$ cat src/hdl/stable_priority_job_queue_unit_macros.svh
`ifndef STABLE_PRIORITY_JOB_QUEUE_UNIT_MACROS_SVH
`define STABLE_PRIORITY_JOB_QUEUE_UNIT_MACROS_SVH

// Same-cycle implication, checked outside reset.
`define SPJQ_ASSERT_NOW(lbl, ante, cons, msg) \
  lbl: assert property (@(posedge clk) disable iff (!rst_n) (ante) |-> (cons)) \
    else $error(msg);

// Next-cycle implication, checked outside reset.
`define SPJQ_ASSERT_NEXT(lbl, ante, cons, msg) \
  lbl: assert property (@(posedge clk) disable iff (!rst_n) (ante) |=> (cons)) \
    else $error(msg);

`endif

$ cat src/hdl/spjq_pkg.sv
package spjq_pkg;

  localparam int DEF_QUEUE_DEPTH = 16;
  localparam int DEF_TAG_BITS    = 16;
  localparam int FIELD_TAG_W     = 16;
  localparam int PRIO_W          = 8;
  localparam int INFLIGHT_W      = 16;
  localparam int QCNT_W          = 5;

  typedef enum logic [1:0] {
    FUNC_DISPATCH = 2'd0,
    FUNC_TAKE     = 2'd1,
    FUNC_COMPLETE = 2'd2
  } func_t;

  typedef enum logic [1:0] {
    ST_OK        = 2'd0,
    ST_FULL      = 2'd1,
    ST_EMPTY     = 2'd2,
    ST_UNDERFLOW = 2'd3
  } status_t;

  typedef struct packed {
    logic [1:0]             func;
    logic [PRIO_W-1:0]      job_priority;
    logic [FIELD_TAG_W-1:0] job_tag;
  } in_item_t;

  typedef struct packed {
    logic                   grant_valid;
    logic [FIELD_TAG_W-1:0] granted_tag;
    logic [PRIO_W-1:0]      granted_priority;
    logic [1:0]             status;
    logic                   all_done;
    logic [QCNT_W-1:0]      queued_count;
  } out_item_t;

  // Command broadcast to every cell of the row.
  typedef struct packed {
    logic              ins;
    logic              take;
    logic [PRIO_W-1:0] prio;
  } cell_cmd_t;

endpackage

$ cat src/hdl/spjq_if.sv
interface spjq_in_if;
  import spjq_pkg::*;
  logic     valid;
  logic     ready;
  in_item_t data;
  modport source (output valid, output data, input ready);
  modport sink (input valid, input data, output ready);
endinterface

interface spjq_out_if;
  import spjq_pkg::*;
  logic      valid;
  logic      ready;
  out_item_t data;
  modport source (output valid, output data, input ready);
  modport sink (input valid, input data, output ready);
endinterface

$ cat src/hdl/stable_priority_job_queue_unit.sv
// Stable priority job queue with an in-flight job counter.
// in_job carries one word per operation: dispatch (store job_tag with
// job_priority, count it in flight), take (hand out the highest-priority
// waiting job, earliest dispatched first among equals) or complete (lower the
// in-flight count). Each accepted word gives exactly one result word on
// out_res with the grant, a status code, the all-done flag and the number of
// jobs still waiting.
// The queue is a row of QUEUE_DEPTH cells kept sorted; every cell looks only
// at its neighbours and the broadcast command, so each operation is applied to
// the whole row at once, and a new word may be accepted on every clock edge
// while in_job.ready is high. The result word is registered on acceptance.
// The output has a register and a skid stage: while out_res is stalled the
// block still takes one further word, then drops in_job.ready until the
// receiver drains a result. Results are never lost or reordered.
// Reset (synchronous, rst_n low) empties every cell, clears the in-flight
// count and discards any pending result; no clearing pass is needed.
module stable_priority_job_queue_unit
  import spjq_pkg::*;
#(
  parameter int QUEUE_DEPTH = DEF_QUEUE_DEPTH,
  parameter int TAG_BITS    = DEF_TAG_BITS
) (
  input logic          clk,
  input logic          rst_n,
  spjq_in_if.sink      in_job,
  spjq_out_if.source   out_res
);

  `include "stable_priority_job_queue_unit_macros.svh"

  localparam int TAG_W = (TAG_BITS < FIELD_TAG_W) ? TAG_BITS : FIELD_TAG_W;
  localparam int CNT_W = $clog2(QUEUE_DEPTH + 1);

  logic [QUEUE_DEPTH-1:0] c_valid;
  logic [QUEUE_DEPTH-1:0] c_after;
  logic [PRIO_W-1:0]      c_prio [QUEUE_DEPTH];
  logic [TAG_W-1:0]       c_tag  [QUEUE_DEPTH];

  logic [CNT_W-1:0]      cnt_r, cnt_nxt;
  logic [INFLIGHT_W-1:0] infl_r, infl_nxt;

  cell_cmd_t  cmd;
  logic       in_fire;
  logic       buf_ready;
  logic       full, empty;
  out_item_t  res;
  logic [TAG_W-1:0] new_tag;

  assign in_job.ready = buf_ready;
  assign in_fire      = in_job.valid && buf_ready;
  assign full         = (cnt_r == CNT_W'(QUEUE_DEPTH));
  assign empty        = (cnt_r == '0);
  assign new_tag      = in_job.data.job_tag[TAG_W-1:0];

  always_comb begin
    cmd.ins  = 1'b0;
    cmd.take = 1'b0;
    cmd.prio = in_job.data.job_priority;
    cnt_nxt  = cnt_r;
    infl_nxt = infl_r;
    res      = '0;
    case (func_t'(in_job.data.func))
      FUNC_DISPATCH: begin
        if (full) begin
          res.status = ST_FULL;
        end else begin
          cmd.ins = in_fire;
          cnt_nxt = cnt_r + CNT_W'(1);
          if (infl_r != '1) begin
            infl_nxt = infl_r + INFLIGHT_W'(1);
          end
        end
      end
      FUNC_TAKE: begin
        if (empty) begin
          res.status = ST_EMPTY;
        end else begin
          cmd.take             = in_fire;
          cnt_nxt              = cnt_r - CNT_W'(1);
          res.grant_valid      = 1'b1;
          res.granted_tag      = FIELD_TAG_W'(c_tag[0]);
          res.granted_priority = c_prio[0];
        end
      end
      FUNC_COMPLETE: begin
        if (infl_r == '0) begin
          res.status = ST_UNDERFLOW;
        end else begin
          infl_nxt = infl_r - INFLIGHT_W'(1);
        end
      end
      default: begin
      end
    endcase
    res.all_done     = (cnt_nxt == '0) && (infl_nxt == '0);
    res.queued_count = QCNT_W'(cnt_nxt);
  end

  always_ff @(posedge clk) begin
    if (!rst_n) begin
      cnt_r  <= '0;
      infl_r <= '0;
    end else if (in_fire) begin
      cnt_r  <= cnt_nxt;
      infl_r <= infl_nxt;
    end
  end

  for (genvar g = 0; g < QUEUE_DEPTH; g++) begin : g_cell
    logic              lv, la, rv;
    logic [PRIO_W-1:0] lp, rp;
    logic [TAG_W-1:0]  lt, rt;

    if (g == 0) begin : g_head
      assign lv = 1'b0;
      assign la = 1'b1;
      assign lp = '0;
      assign lt = '0;
    end else begin : g_mid
      assign lv = c_valid[g-1];
      assign la = c_after[g-1];
      assign lp = c_prio[g-1];
      assign lt = c_tag[g-1];
    end

    if (g == QUEUE_DEPTH - 1) begin : g_tail
      assign rv = 1'b0;
      assign rp = '0;
      assign rt = '0;
    end else begin : g_body
      assign rv = c_valid[g+1];
      assign rp = c_prio[g+1];
      assign rt = c_tag[g+1];
    end

    spjq_cell #(
      .TAG_W(TAG_W)
    ) u_cell (
      .clk        (clk),
      .rst_n      (rst_n),
      .cmd        (cmd),
      .new_tag    (new_tag),
      .left_valid (lv),
      .left_prio  (lp),
      .left_tag   (lt),
      .left_after (la),
      .right_valid(rv),
      .right_prio (rp),
      .right_tag  (rt),
      .valid      (c_valid[g]),
      .prio       (c_prio[g]),
      .tag        (c_tag[g]),
      .after      (c_after[g])
    );
  end

  spjq_out_buf u_out_buf (
    .clk      (clk),
    .rst_n    (rst_n),
    .push     (in_fire),
    .push_data(res),
    .can_push (buf_ready),
    .out_valid(out_res.valid),
    .out_ready(out_res.ready),
    .out_data (out_res.data)
  );

  `SPJQ_ASSERT_NOW(a_count_matches_row, 1'b1, $countones(c_valid) == cnt_r, "count and cells disagree")
  `SPJQ_ASSERT_NOW(a_head_sorted, c_valid[QUEUE_DEPTH-1:1] != '0, c_valid[0] && (c_prio[0] >= c_prio[1] || !c_valid[1]), "head cell out of order")
  `SPJQ_ASSERT_NEXT(a_insert_grows, cmd.ins, cnt_r == $past(cnt_r) + CNT_W'(1), "insert did not grow queue")

endmodule

$ cat src/hdl/spjq_cell.sv
module spjq_cell
  import spjq_pkg::*;
#(
  parameter int TAG_W = DEF_TAG_BITS
) (
  input  logic              clk,
  input  logic              rst_n,
  input  cell_cmd_t         cmd,
  input  logic [TAG_W-1:0]  new_tag,
  input  logic              left_valid,
  input  logic [PRIO_W-1:0] left_prio,
  input  logic [TAG_W-1:0]  left_tag,
  input  logic              left_after,
  input  logic              right_valid,
  input  logic [PRIO_W-1:0] right_prio,
  input  logic [TAG_W-1:0]  right_tag,
  output logic              valid,
  output logic [PRIO_W-1:0] prio,
  output logic [TAG_W-1:0]  tag,
  output logic              after
);

  logic              valid_r, valid_nxt;
  logic [PRIO_W-1:0] prio_r, prio_nxt;
  logic [TAG_W-1:0]  tag_r, tag_nxt;

  // A new job goes behind every waiting job of equal or higher priority.
  assign after = valid_r && (prio_r >= cmd.prio);

  always_comb begin
    valid_nxt = valid_r;
    prio_nxt  = prio_r;
    tag_nxt   = tag_r;
    if (cmd.ins && !after) begin
      if (left_after) begin
        valid_nxt = 1'b1;
        prio_nxt  = cmd.prio;
        tag_nxt   = new_tag;
      end else begin
        valid_nxt = left_valid;
        prio_nxt  = left_prio;
        tag_nxt   = left_tag;
      end
    end else if (cmd.take) begin
      valid_nxt = right_valid;
      prio_nxt  = right_prio;
      tag_nxt   = right_tag;
    end
  end

  always_ff @(posedge clk) begin
    if (!rst_n) begin
      valid_r <= 1'b0;
    end else begin
      valid_r <= valid_nxt;
    end
    prio_r <= prio_nxt;
    tag_r  <= tag_nxt;
  end

  assign valid = valid_r;
  assign prio  = prio_r;
  assign tag   = tag_r;

endmodule

$ cat src/hdl/spjq_out_buf.sv
module spjq_out_buf
  import spjq_pkg::*;
(
  input  logic      clk,
  input  logic      rst_n,
  input  logic      push,
  input  out_item_t push_data,
  output logic      can_push,
  output logic      out_valid,
  input  logic      out_ready,
  output out_item_t out_data
);

  logic      main_valid_r, main_valid_nxt;
  logic      skid_valid_r, skid_valid_nxt;
  out_item_t main_r, main_nxt;
  out_item_t skid_r, skid_nxt;
  logic      pop;

  assign pop      = main_valid_r && out_ready;
  assign can_push = !skid_valid_r;

  always_comb begin
    main_valid_nxt = main_valid_r;
    skid_valid_nxt = skid_valid_r;
    main_nxt       = main_r;
    skid_nxt       = skid_r;
    if (skid_valid_r) begin
      if (pop) begin
        main_nxt       = skid_r;
        skid_valid_nxt = 1'b0;
      end
    end else if (push) begin
      // A word that cannot go straight to the output waits in the skid stage.
      if (!main_valid_r || pop) begin
        main_nxt       = push_data;
        main_valid_nxt = 1'b1;
      end else begin
        skid_nxt       = push_data;
        skid_valid_nxt = 1'b1;
      end
    end else if (pop) begin
      main_valid_nxt = 1'b0;
    end
  end

  always_ff @(posedge clk) begin
    if (!rst_n) begin
      main_valid_r <= 1'b0;
      skid_valid_r <= 1'b0;
    end else begin
      main_valid_r <= main_valid_nxt;
      skid_valid_r <= skid_valid_nxt;
    end
    main_r <= main_nxt;
    skid_r <= skid_nxt;
  end

  assign out_valid = main_valid_r;
  assign out_data  = main_r;

endmodule
$ cat src/flat_wrapper.sv
// flat-port wrapper written by rule: the top's interface ports become plain ports
module stable_priority_job_queue_unit_flat import spjq_pkg::*;
#(
  parameter int QUEUE_DEPTH = DEF_QUEUE_DEPTH,
  parameter int TAG_BITS    = DEF_TAG_BITS
)
  (clk, rst_n, in_job_valid, in_job_data, in_job_ready, out_res_valid, out_res_data, out_res_ready);
  spjq_in_if in_job_i ();
  spjq_out_if out_res_i ();
  input logic clk;
  input logic rst_n;
  input wire logic [$bits(in_job_i.valid)-1:0] in_job_valid;
  input wire logic [$bits(in_job_i.data)-1:0] in_job_data;
  output wire logic [$bits(in_job_i.ready)-1:0] in_job_ready;
  output wire logic [$bits(out_res_i.valid)-1:0] out_res_valid;
  output wire logic [$bits(out_res_i.data)-1:0] out_res_data;
  input wire logic [$bits(out_res_i.ready)-1:0] out_res_ready;
  assign in_job_i.valid = in_job_valid;
  assign in_job_i.data = in_job_data;
  assign in_job_ready = in_job_i.ready;
  assign out_res_valid = out_res_i.valid;
  assign out_res_data = out_res_i.data;
  assign out_res_i.ready = out_res_ready;
  stable_priority_job_queue_unit #(.QUEUE_DEPTH(QUEUE_DEPTH), .TAG_BITS(TAG_BITS)) u_core (.clk(clk), .rst_n(rst_n), .in_job(in_job_i), .out_res(out_res_i));
endmodule
$ cat config.mk
export PLATFORM = sky130hd
export DESIGN_NAME = stable_priority_job_queue_unit_flat
export DESIGN_NICKNAME = d
export VERILOG_FILES = /design/src/hdl/spjq_pkg.sv /design/src/hdl/spjq_if.sv /design/src/hdl/stable_priority_job_queue_unit.sv /design/src/hdl/spjq_cell.sv /design/src/hdl/spjq_out_buf.sv /design/src/flat_wrapper.sv
export VERILOG_INCLUDE_DIRS = /design/src /design/src/hdl
export SDC_FILE = /design/constraint.sdc
export NUM_CORES = 1
export LEC_CHECK = 0
export BUFFER_PORTS_ARGS = -buffer_cell sky130_fd_sc_hd__buf_2
export CAP_MARGIN = 20
export CORE_MARGIN = 2
export CORE_UTILIZATION = 30
export DETAILED_ROUTE_END_ITERATION = 8
export GPL_ROUTABILITY_DRIVEN = 1
export PLACE_DENSITY = 0.46
export SETUP_SLACK_MARGIN = 0.5
export SYNTH_ARGS = -nofsm -noshare
export SYNTH_HDL_FRONTEND = slang
export SYNTH_SLANG_ARGS = --single-unit
$ cat constraint.sdc
create_clock -name clk -period 4.5 [get_ports clk]
set_input_delay 0.225 -clock clk [delete_from_list [all_inputs] [get_ports clk]]
set_output_delay 0.225 -clock clk [all_outputs]
set_load 0.02 [all_outputs]
* After elaboration in Yosys (flattened, before gate mapping)
Cells that the tools add are included.
** Word-level totals
- Register bits after elaboration :: 489
- Input port bits :: 30
- Output and inout bits :: 35
- Logic and storage cells :: 342
** Cells by class
- $add $sub $neg :: 4
- Magnitude comparators :: 16
- Equal/unequal tests :: 6
- Muxes and demuxes :: 169
- Bitwise gates (word level) :: 2
- Reduce and logical (&&, ||, !) cells :: 81
** Operators with widths (count)
- $mux W16 :: 50
- $mux W8 :: 47
- $mux W33 :: 4
- $ge A8 B8 Y1 :: 16
- $mux W1 :: 59
- $mux W25 :: 2
- $reduce_bool A2 Y1 :: 19
- $logic_and A1 B1 Y1 :: 35
- $logic_not A16 Y1 :: 2
- $pmux W16 S2 :: 1
- $logic_not A1 Y1 :: 18
- $add A16 B1 Y16 const B :: 1
- $ne A16 B16 Y1 const B :: 1
- $sub A16 B1 Y16 const B :: 1
- $logic_not A5 Y1 :: 2
- $mux W5 :: 2
- $pmux W5 S2 :: 1
- $reduce_and A3 Y1 :: 3
- $pmux W2 S3 :: 1
- $add A5 B1 Y5 const B :: 1
- $eq A5 B5 Y1 const B :: 1
- $sub A5 B1 Y5 const B :: 1
- $mux W2 :: 2
- $eq A2 B1 Y1 const B :: 1
- 6 further kinds :: 7

* Longest topological paths before layout
Gate-level depths: netlist of the first run.
- Depth after elaboration :: 9
- Gate-level depth with buffers :: 13
- Gate-level depth less buffers :: 11

* Modules after synthesis
Synthesis of the first run repeated with hierarchy kept, for this count alone.
** Unflattened totals
- Cell total of the unflattened synthesis :: 2273
- Area, all modules :: 31328.8 um^2
** Modules (own cells, without submodules)
- spjq_cell at u_core.g_cell[0].u_cell ... :: times used 13, cells an instance 115, area each 1659.1 um^2, sequential area each 740.7 um^2
- spjq_cell at u_core.g_cell[7].u_cell ... :: times used 3, cells an instance 115, area each 1642.8 um^2, sequential area each 740.7 um^2
- spjq_out_buf :: times used 1, cells an instance 117, area each 2502.4 um^2, sequential area each 2021.9 um^2
- stable_priority_job_queue_unit :: times used 1, cells an instance 316, area each 2329.7 um^2, sequential area each 420.4 um^2

* Worst setup path before layout of the first run
OpenSTA, ideal clock, no wires.
- Path kind :: input to register
- From :: input in_job_data[17]
- To :: register u_core.g_cell[0].u_cell.prio_r[0], enable pin
- Arrival time :: 3.116 ns
- Data required time :: 4.119 ns
- Path slack :: 1.003 ns
- Cell stages on the path :: 12
- Path through :: clkbuf_1 -> clkbuf_1 -> inv_1 -> ha_1 -> a21o_1 -> a21o_1 -> a21oi_1 -> o2111ai_1 -> o211ai_1 -> buf_1 -> nand2_1 -> nand2_1
** Between the ends
- Cells in the longest elaborated chain, start to end :: 5
** Ends and longest elaborated chain
- start, declared :: line flat_wrapper.sv:13 : input wire logic [$bits(in_job_i.data)-1:0] in_job_data;
- $ge A8 B8 Y1 :: line spjq_cell.sv:28 : assign after = valid_r && (prio_r >= cmd.prio);
- $logic_and A1 B1 Y1 :: line spjq_cell.sv:28
- $logic_not A1 Y1 :: line spjq_cell.sv:34 : if (cmd.ins && !after) begin
- $logic_and A1 B1 Y1 :: line spjq_cell.sv:34
- $reduce_bool A2 Y1 (no source line)
- end signal, assigned :: line spjq_cell.sv:57 : prio_r <= prio_nxt;
- end, declared :: line spjq_cell.sv:24 : logic [PRIO_W-1:0] prio_r, prio_nxt;
Every way passes these cells.
A chain may end at the register's enable or synchronous reset.

* Worst setup path in the final report of the first run
- From :: register u_core.cnt_r[0]
- To :: register u_core.g_cell[9].u_cell.prio_r[1], enable pin
** Between the ends
- Cells in the longest elaborated chain, start to end :: 5
- Elaborated cells on any way between the ends :: 8
- Classes of those cells :: eq/ne: 1; mux: 4; reduce/logical: 3
** Ends and longest elaborated chain
- start, declared :: line stable_priority_job_queue_unit.sv:39 : logic [CNT_W-1:0] cnt_r, cnt_nxt;
- start signal, assigned :: line stable_priority_job_queue_unit.sv:104 : cnt_r <= cnt_nxt;
- $eq A5 B5 Y1 :: line stable_priority_job_queue_unit.sv:51 : assign full = (cnt_r == CNT_W'(QUEUE_DEPTH));
- $mux W1 :: line stable_priority_job_queue_unit.sv:64 : if (full) begin
- $mux W1 :: line stable_priority_job_queue_unit.sv:62 : case (func_t'(in_job.data.func))
- $logic_and A1 B1 Y1 :: line spjq_cell.sv:34
- $reduce_bool A2 Y1 (no source line) *
- end signal, assigned :: line spjq_cell.sv:57
- end, declared :: line spjq_cell.sv:24
Mark *: on every way between the ends. The rest lies on a longest branch, timed or not.

==> results of run 1 <==
kinds of logic (layout without fill, tap and decap cells):
| family | count (synthesis) | after routing | synth area share, % |
|---|---|---|---|
| and+or+nand+nor | 711 | 711 | 11.49 |
| AOI/OAI and AO/OA | 540 | 540 | 11.33 |
| DFF | 489 | 489 | 52.13 |
| muxes | 413 | 413 | 15.33 |
| buffers and inverters | 217 | 290 | 3.053 |
| adders and majority gates | 133 | 133 | 6.069 |
| xor gates and xnor gates | 19 | 19 | 0.6069 |
final cells by class:
cell class / instances / area, sq um / share of cell area [%]
inverter: 41 / 153.9 / 0.4912
clock buffer: 70 / 1496 / 4.776
timing repair buffer: 141 / 953.4 / 3.043
clock inverter: 38 / 392.9 / 1.254
tap: 1176 / 1471 / 4.696
multi-input combinational: 1816 / 12570 / 40.12
sequential: 489 / 14290 / 45.62
cells in the mapped netlist (all sizes together), types with 6 or more instances:
cell type  count
o211ai         8
nor2         166
ha           133
nand4         11
or4            8
nand3         58
a21o          38
mux2i        361
or2           21
inv           41
edfxtp       450
clkbuf       154
nor3          16
buf           22
a211oi         8
dfxtp         39
xnor2         14
a31oi         12
o21ai        261
mux2          52
a21oi        146
nand2        342
nor4          14
o211a         14
o22ai          6
nand2b        18
and2          35
per-stage QoR:
stage | power, uW | instance area [sq um]
after floorplan | 6726 | 27420
after global placement | 7253 | 29360
after detailed placement | 7294 | 29380
after CTS | 12100 | 31290
after global routing | 12490 | 31330
final | 11920 | 31330
per-layer routing:
metal | track usage, % | wire length, um | vias up | share of wire (%)
li1 | - | - | 9335 | -
met1 | 18.34 | 31570 | 9677 | 44
met2 | 26.98 | 36050 | 247 | 51
met3 | 2.025 | 1982 | 118 | 2.8
met4 | 3.876 | 1530 | 4 | 2.2
met5 | 0 | 23 | - | 0.032
critical path: stages, from the launching register on:
cell and delay [ns]:
dfxtp_1 0.35, inv_1 0.10, ha_1 0.28, nor4b_1 0.56, nand2b_1 0.36, inv_2 0.23, nand2_1 0.54, buf_4 0.32
nand2_1 0.09, buf_4 0.24
repair_timing:
action | in CTS | in global routing
endpoints found under the hold margin | 2 | 0
hold buffers | 2 | 0
gates resized for setup | 0 | 0
how the worst min path moves through the flow:
stage	startpoint	to	cells after the start
6_report	in_job_data[24]	u_core.u_out_buf.skid_r[6]$_DFFE_PP_	2
3_3_place_gp	out_res_ready	u_core.u_out_buf.skid_valid_r$_SDFF_PN0_	2
4_1_cts	in_job_data[24]	u_core.u_out_buf.skid_r[6]$_DFFE_PP_	2
3_5_place_dp	out_res_ready	u_core.u_out_buf.skid_valid_r$_SDFF_PN0_	2
2_1_floorplan	out_res_ready	u_core.u_out_buf.skid_valid_r$_SDFF_PN0_	1
5_1_grt	in_job_data[24]	u_core.u_out_buf.skid_r[6]$_DFFE_PP_	2
where the power goes:
part,total [uW],switching [uW],internal [uW]
registers,5580,208,5370
logic,1620,1030,591
clock network,4720,1960,2760
total,11900,3190,8730
flip-flops by register name (all words and copies together), names as in the netlist:
signal                         flops
u_core.u_out_buf.out_valid         1
u_core.cnt_r                       5
u_core.g_cell.u_cell.prio        128
u_core.infl_r                     16
u_core.u_out_buf.out_data         33
u_core.u_out_buf.skid_r           33
u_core.u_out_buf.skid_valid_r      1
u_core.g_cell.u_cell.valid        16
u_core.g_cell.u_cell.tag         256
==> impl_metrics.toml, run 1 <==
[run_status]
status = "finished clean"

[clock_network]
post_cts_buffers = 0
insertion_delay_ns = 0.64
cts-buffers-inserted = 57
cts_tree = "done"
cts_sinks = 489
cts_root_buf = "clkbuf_16"
clk_pin_slew_ns = 0.06
cts.path.max_buffers = 3
htree_levels = 2

[synth]
ys.flop_type = "edfxtp_1"
async_flop_share_pct = 0
yosysTopAreaCellShare_pct = 49.28
yosys.area.top_type = "edfxtp_1"
yosysWarnings = 0
synth_nets = 2685
synth.cell_area_sq_um = 27420
yosys-top-cells-area = "edfxtp_1, mux2i_1, ha_1, nand2_1, o21ai_0"
avgSynthCellArea_sq_um = 10.87
synth_cell_types = 71
ys_seq_area_share_pct = 52.13
synth.ff_latch_count = 489
synth_edf_count = 450
synthCells = 2522

[floorplanning]
die_h_um = 306.3
start_util_pct = 30.37
rows = 110
fp.dieW_um = 306.3
core_area_sq_um = 90290
dieArea_sq_um = 93840
ios = 65

[timing]
setup_viol = 0
holdWs_ns = 0.05419
setup_ws_ns = 1.066
finalClockSkew_ns = 0.04718
hold_viol_final = 0
drv_slew = 0
rsz0062_at_grt = "false"
tightest_slew_ns = 1.084
finalSetupTns_ns = 0
fin_crit_sh_pct = 76.31
fmax_mhz = 291.2
timing.slew.headroom_pct = 27.58
layout_min_cycle_time_ns = 3.434

[final_layout]
diodes = 0
stdcell_count = 3771
area_growth_pct = 14.27
fillCellCount = 9095
layout-drive-gt1-share_pct = 12.49
final_common_cell = "edfxtp_1"
utilization_pct = 34.70
final_cell_mix = "edfxtp_1, mux2i_1, nand2_1"
nets = 2709

[placement]
dp.cells = 3659
gp_congestion = 0.8271
hpwl_mm = 51.11
preCtsSetupSlack_ns = 1.069
io_buffers = 64

[route]
drt_iter0_markers = 1043
wl_per_cell_um = 18.87
drt-total-wl_mm = 71.15
via_count = 19380
postRouteAntennaNets = 0
vias_per_cell = 5.139
dr.pass1.iters = 6
drc_errors = 0

[critical_path]
r2r-end = "u_core.g_cell[9].u_cell.prio[1]$_DFFE_PP_"
reg2regPathDepth = 9
crit_fanout = 26
crit_start = "u_core.cnt_r[0]$_SDFFE_PN0P_"
cp-end-kind = "flip-flop"
cp_data_required_time_ns = 4.82
critPathArrivalTime_ns = 3.75
reg2reg_from = "u_core.cnt_r[0]$_SDFFE_PN0P_"
endpoint = "u_core.g_cell[9].u_cell.prio[1]$_DFFE_PP_"
path_class = "flip-flop to flip-flop"
r2r_slack_ns = 1.07
start_kind = "flip-flop"

[global_routing]
grt_overflow = 0
first_global_vias = 20970
grt_first_pass_wirelength_mm = 113.1
globalRouteTotalUtil_pct = 14.83
antenna_found_initial = 2
grt_max_degree = 52

[power]
irDropWorstVdd_mv = 0.2970
p_leak_uw = 0.01152
power.density_nw_per_um2 = 380.5

[worst_hold_path]
hold_path_class = "input port to flip-flop"

[flow_run]
max-cap-violations = 0
Power figures use the tool's default switching activity.
==> inputs of run 2 (changes only) <==
--- a/config.mk
+++ b/config.mk
@@ -12,7 +12,7 @@
 export CORE_UTILIZATION = 30
 export DETAILED_ROUTE_END_ITERATION = 8
 export GPL_ROUTABILITY_DRIVEN = 1
-export PLACE_DENSITY = 0.46
+export PLACE_DENSITY = 0.48
 export SETUP_SLACK_MARGIN = 0.5
 export SYNTH_ARGS = -nofsm -noshare
 export SYNTH_HDL_FRONTEND = slang
==> constraint.sdc (replaced) <==
create_clock -name clk -period 2.9 [get_ports clk]
set_input_delay 0.145 -clock clk [delete_from_list [all_inputs] [get_ports clk]]
set_output_delay 0.145 -clock clk [all_outputs]
set_load 0.02 [all_outputs]
==> run 2 against run 1 <==
Net effect:
- clock skew decreased by 0.027 ns
- via count increased by 10%
- die area unchanged
- design area increased by 23%
- sequential share of layout area decreased by 8.6 points
- register-to-register slack got worse by 1.0 ns
- combinational power increased to 2.7 times the previous value
- non-clock buffer count increased by 298
- routed wire length increased by 33%
- power increased by 72%
==> impl_metrics.toml, run 2 (synthesized netlist as in run 1, its figures left out) <==
[power]
power_frac_comb_pct = 21.0
p_sw_uw = 5863
power.density_nw_per_um2 = 529.9
sequentialPowerShare_pct = 42.5
p_int_uw = 14610
power.clock.fraction_pct = 36.5
swShare_pct = 28.64
p_leak_uw = 0.01443
irDropWorstVdd_mv = 0.4412

[placement]
io_buffers = 64
gp_congestion = 0.7895
preCtsSetupSlack_ns = -0.1504
hpwl_mm = 54.95
dp.cells = 3750
dpl_cell_area_sq_um = 30740

[global_routing]
top_usage_layer = "met2"
met2_usage_pct = 30.55
antenna_found_initial = 2
grt_max_degree = 51
grtUsageMet1_pct = 24.00
grt_first_pass_wirelength_mm = 132.6
globalRouteTotalUtil_pct = 18.27
grt_overflow = 0
met3_usage_pct = 2.468
first_global_vias = 21190

[route]
drt-total-wl_mm = 94.82
postRouteAntennaNets = 0
drc_errors = 0
wl_per_cell_um = 23.18
vias_per_cell = 5.235
dr.pass1.iters = 5
drt_iter0_markers = 1534
via_count = 21410

[timing]
timing.slew.headroom_pct = 47.64
tightest_slew_ns = 0.7825
drv_slew = 0
rsz0062_at_grt = "true"
setup_ws_ns = 0.06484
finalClockSkew_ns = 0.01985
setup_viol = 0
hold_viol_final = 0
fmax_mhz = 352.7
fin_crit_sh_pct = 97.76
holdWs_ns = 0.07391
layout_min_cycle_time_ns = 2.835

[clock_network]
cts_sinks = 489
cts_root_buf = "clkbuf_16"
cts_tree = "done"
clk_pin_slew_ns = 0.07
insertion_delay_ns = 0.63
htree_levels = 2
cts-buffers-inserted = 57
cts.path.max_buffers = 3

[floorplanning]
rows = 110
die_h_um = 306.3
fp.dieW_um = 306.3
core_area_sq_um = 90290
dieArea_sq_um = 93840
start_util_pct = 30.37
ios = 65

[worst_hold_path]
hp-start = "rst_n"
hold_end = "u_core.u_out_buf.out_valid$_SDFFE_PN0P_"
hold_path_class = "input port to flip-flop"
holdPathStages = 3

[final_layout]
layout-drive-gt1-share_pct = 36.74
utilization_pct = 42.79
stdcell_count = 4090
final_common_cell = "edfxtp_1"
final_cell_mix = "edfxtp_1, mux2i_1, nand2_1"
nets = 3028
area_growth_pct = 40.88
finalInstanceArea_sq_um = 38630
largest_reg_flops = 256

[critical_path]
cp-end-kind = "flip-flop"
start_kind = "flip-flop"
crit_fanout = 5
r2r-end = "u_core.u_out_buf.out_data[5]$_DFFE_PP_"
cp_data_required_time_ns = 3.27
path_class = "flip-flop to flip-flop"
reg2reg_from = "u_core.infl_r[9]$_SDFFE_PN0P_"
reg2regPathDepth = 8
critPathArrivalTime_ns = 3.21
r2r_slack_ns = 0.06

[flow_run]
max-cap-violations = 0

[run_status]
status = "finished clean"
run 2: stage by stage:
stage / TNS (ns) / total power [uW]
after floorplan: 0 / 10540
after global placement: -2.789 / 11600
after detailed placement: -0.3508 / 11650
after CTS: 0 / 20010
after global routing: -0.06870 / 21250
final: 0 / 20470
run 2: cell type report:
type | count | area (sq um)
clock buffer | 72 | 1545
antenna | 2 | 5.005
sequential | 489 | 14310
clock inverter | 34 | 365.4
inverter | 41 | 163.9
fill | 8348 | 51660
timing repair buffer | 439 | 5421
tap | 1176 | 1471
multi-input combinational | 1837 | 15350
run 2: critical path: stages, from the launching register on:
cell and delay (ns):
dfxtp_4 0.36, or4_4 0.54, a211o_4 0.36, or3_4 0.34, a211o_1 0.27, o21ai_2 0.18, nor4_4 0.06, and4b_1 0.21
mux2_4 0.26
run 2: how the worst max path moves through the flow:
| stage | from | end | slack, ns | depth (start not counted) |
|---|---|---|---|---|
| after global placement | u_core.infl_r[1]$_SDFFE_PN0P_ | u_core.u_out_buf.out_data[5]$_DFFE_PP_ | -0.15 | 11 |
| after detailed placement | u_core.infl_r[1]$_SDFFE_PN0P_ | u_core.u_out_buf.out_data[5]$_DFFE_PP_ | -0.15 | 12 |
| after global routing | u_core.infl_r[1]$_SDFFE_PN0P_ | u_core.u_out_buf.out_data[5]$_DFFE_PP_ | -0.07 | 10 |
| after CTS | u_core.infl_r[10]$_SDFFE_PN0P_ | u_core.u_out_buf.out_data[5]$_DFFE_PP_ | 0.10 | 8 |
| after floorplan | u_core.infl_r[10]$_SDFFE_PN0P_ | u_core.u_out_buf.out_data[5]$_DFFE_PP_ | 0.17 | 9 |
| final | u_core.infl_r[9]$_SDFFE_PN0P_ | u_core.u_out_buf.out_data[5]$_DFFE_PP_ | 0.06 | 8 |
run 2: power groups by stage:
stage,combinational [uW],sequential [uW],clock (uW)
after floorplan,1840,8700,0
after global placement,2840,8770,0
after detailed placement,2890,8770,0
after CTS,3710,8650,7640
after global routing,4630,8750,7880
final,4300,8710,7460
run 2: repair_timing:
action                                  in CTS  in global routing
hold buffers                                 2                  0
endpoints found under the setup margin     787                807
hold endpoints to repair                     2                  0
setup buffers                              110                 39
pin swaps                                   81                106
gates cloned                                45                 36
resized for setup                          355                437
run 2: per-layer routing:
| layer | up-vias | part of all wire (%) |
|---|---|---|
| met5 | - | 0 |
| met2 | 581 | 49 |
| met4 | 0 | 4.2 |
| met3 | 173 | 4.7 |
| li1 | 10040 | - |
| met1 | 10620 | 42 |
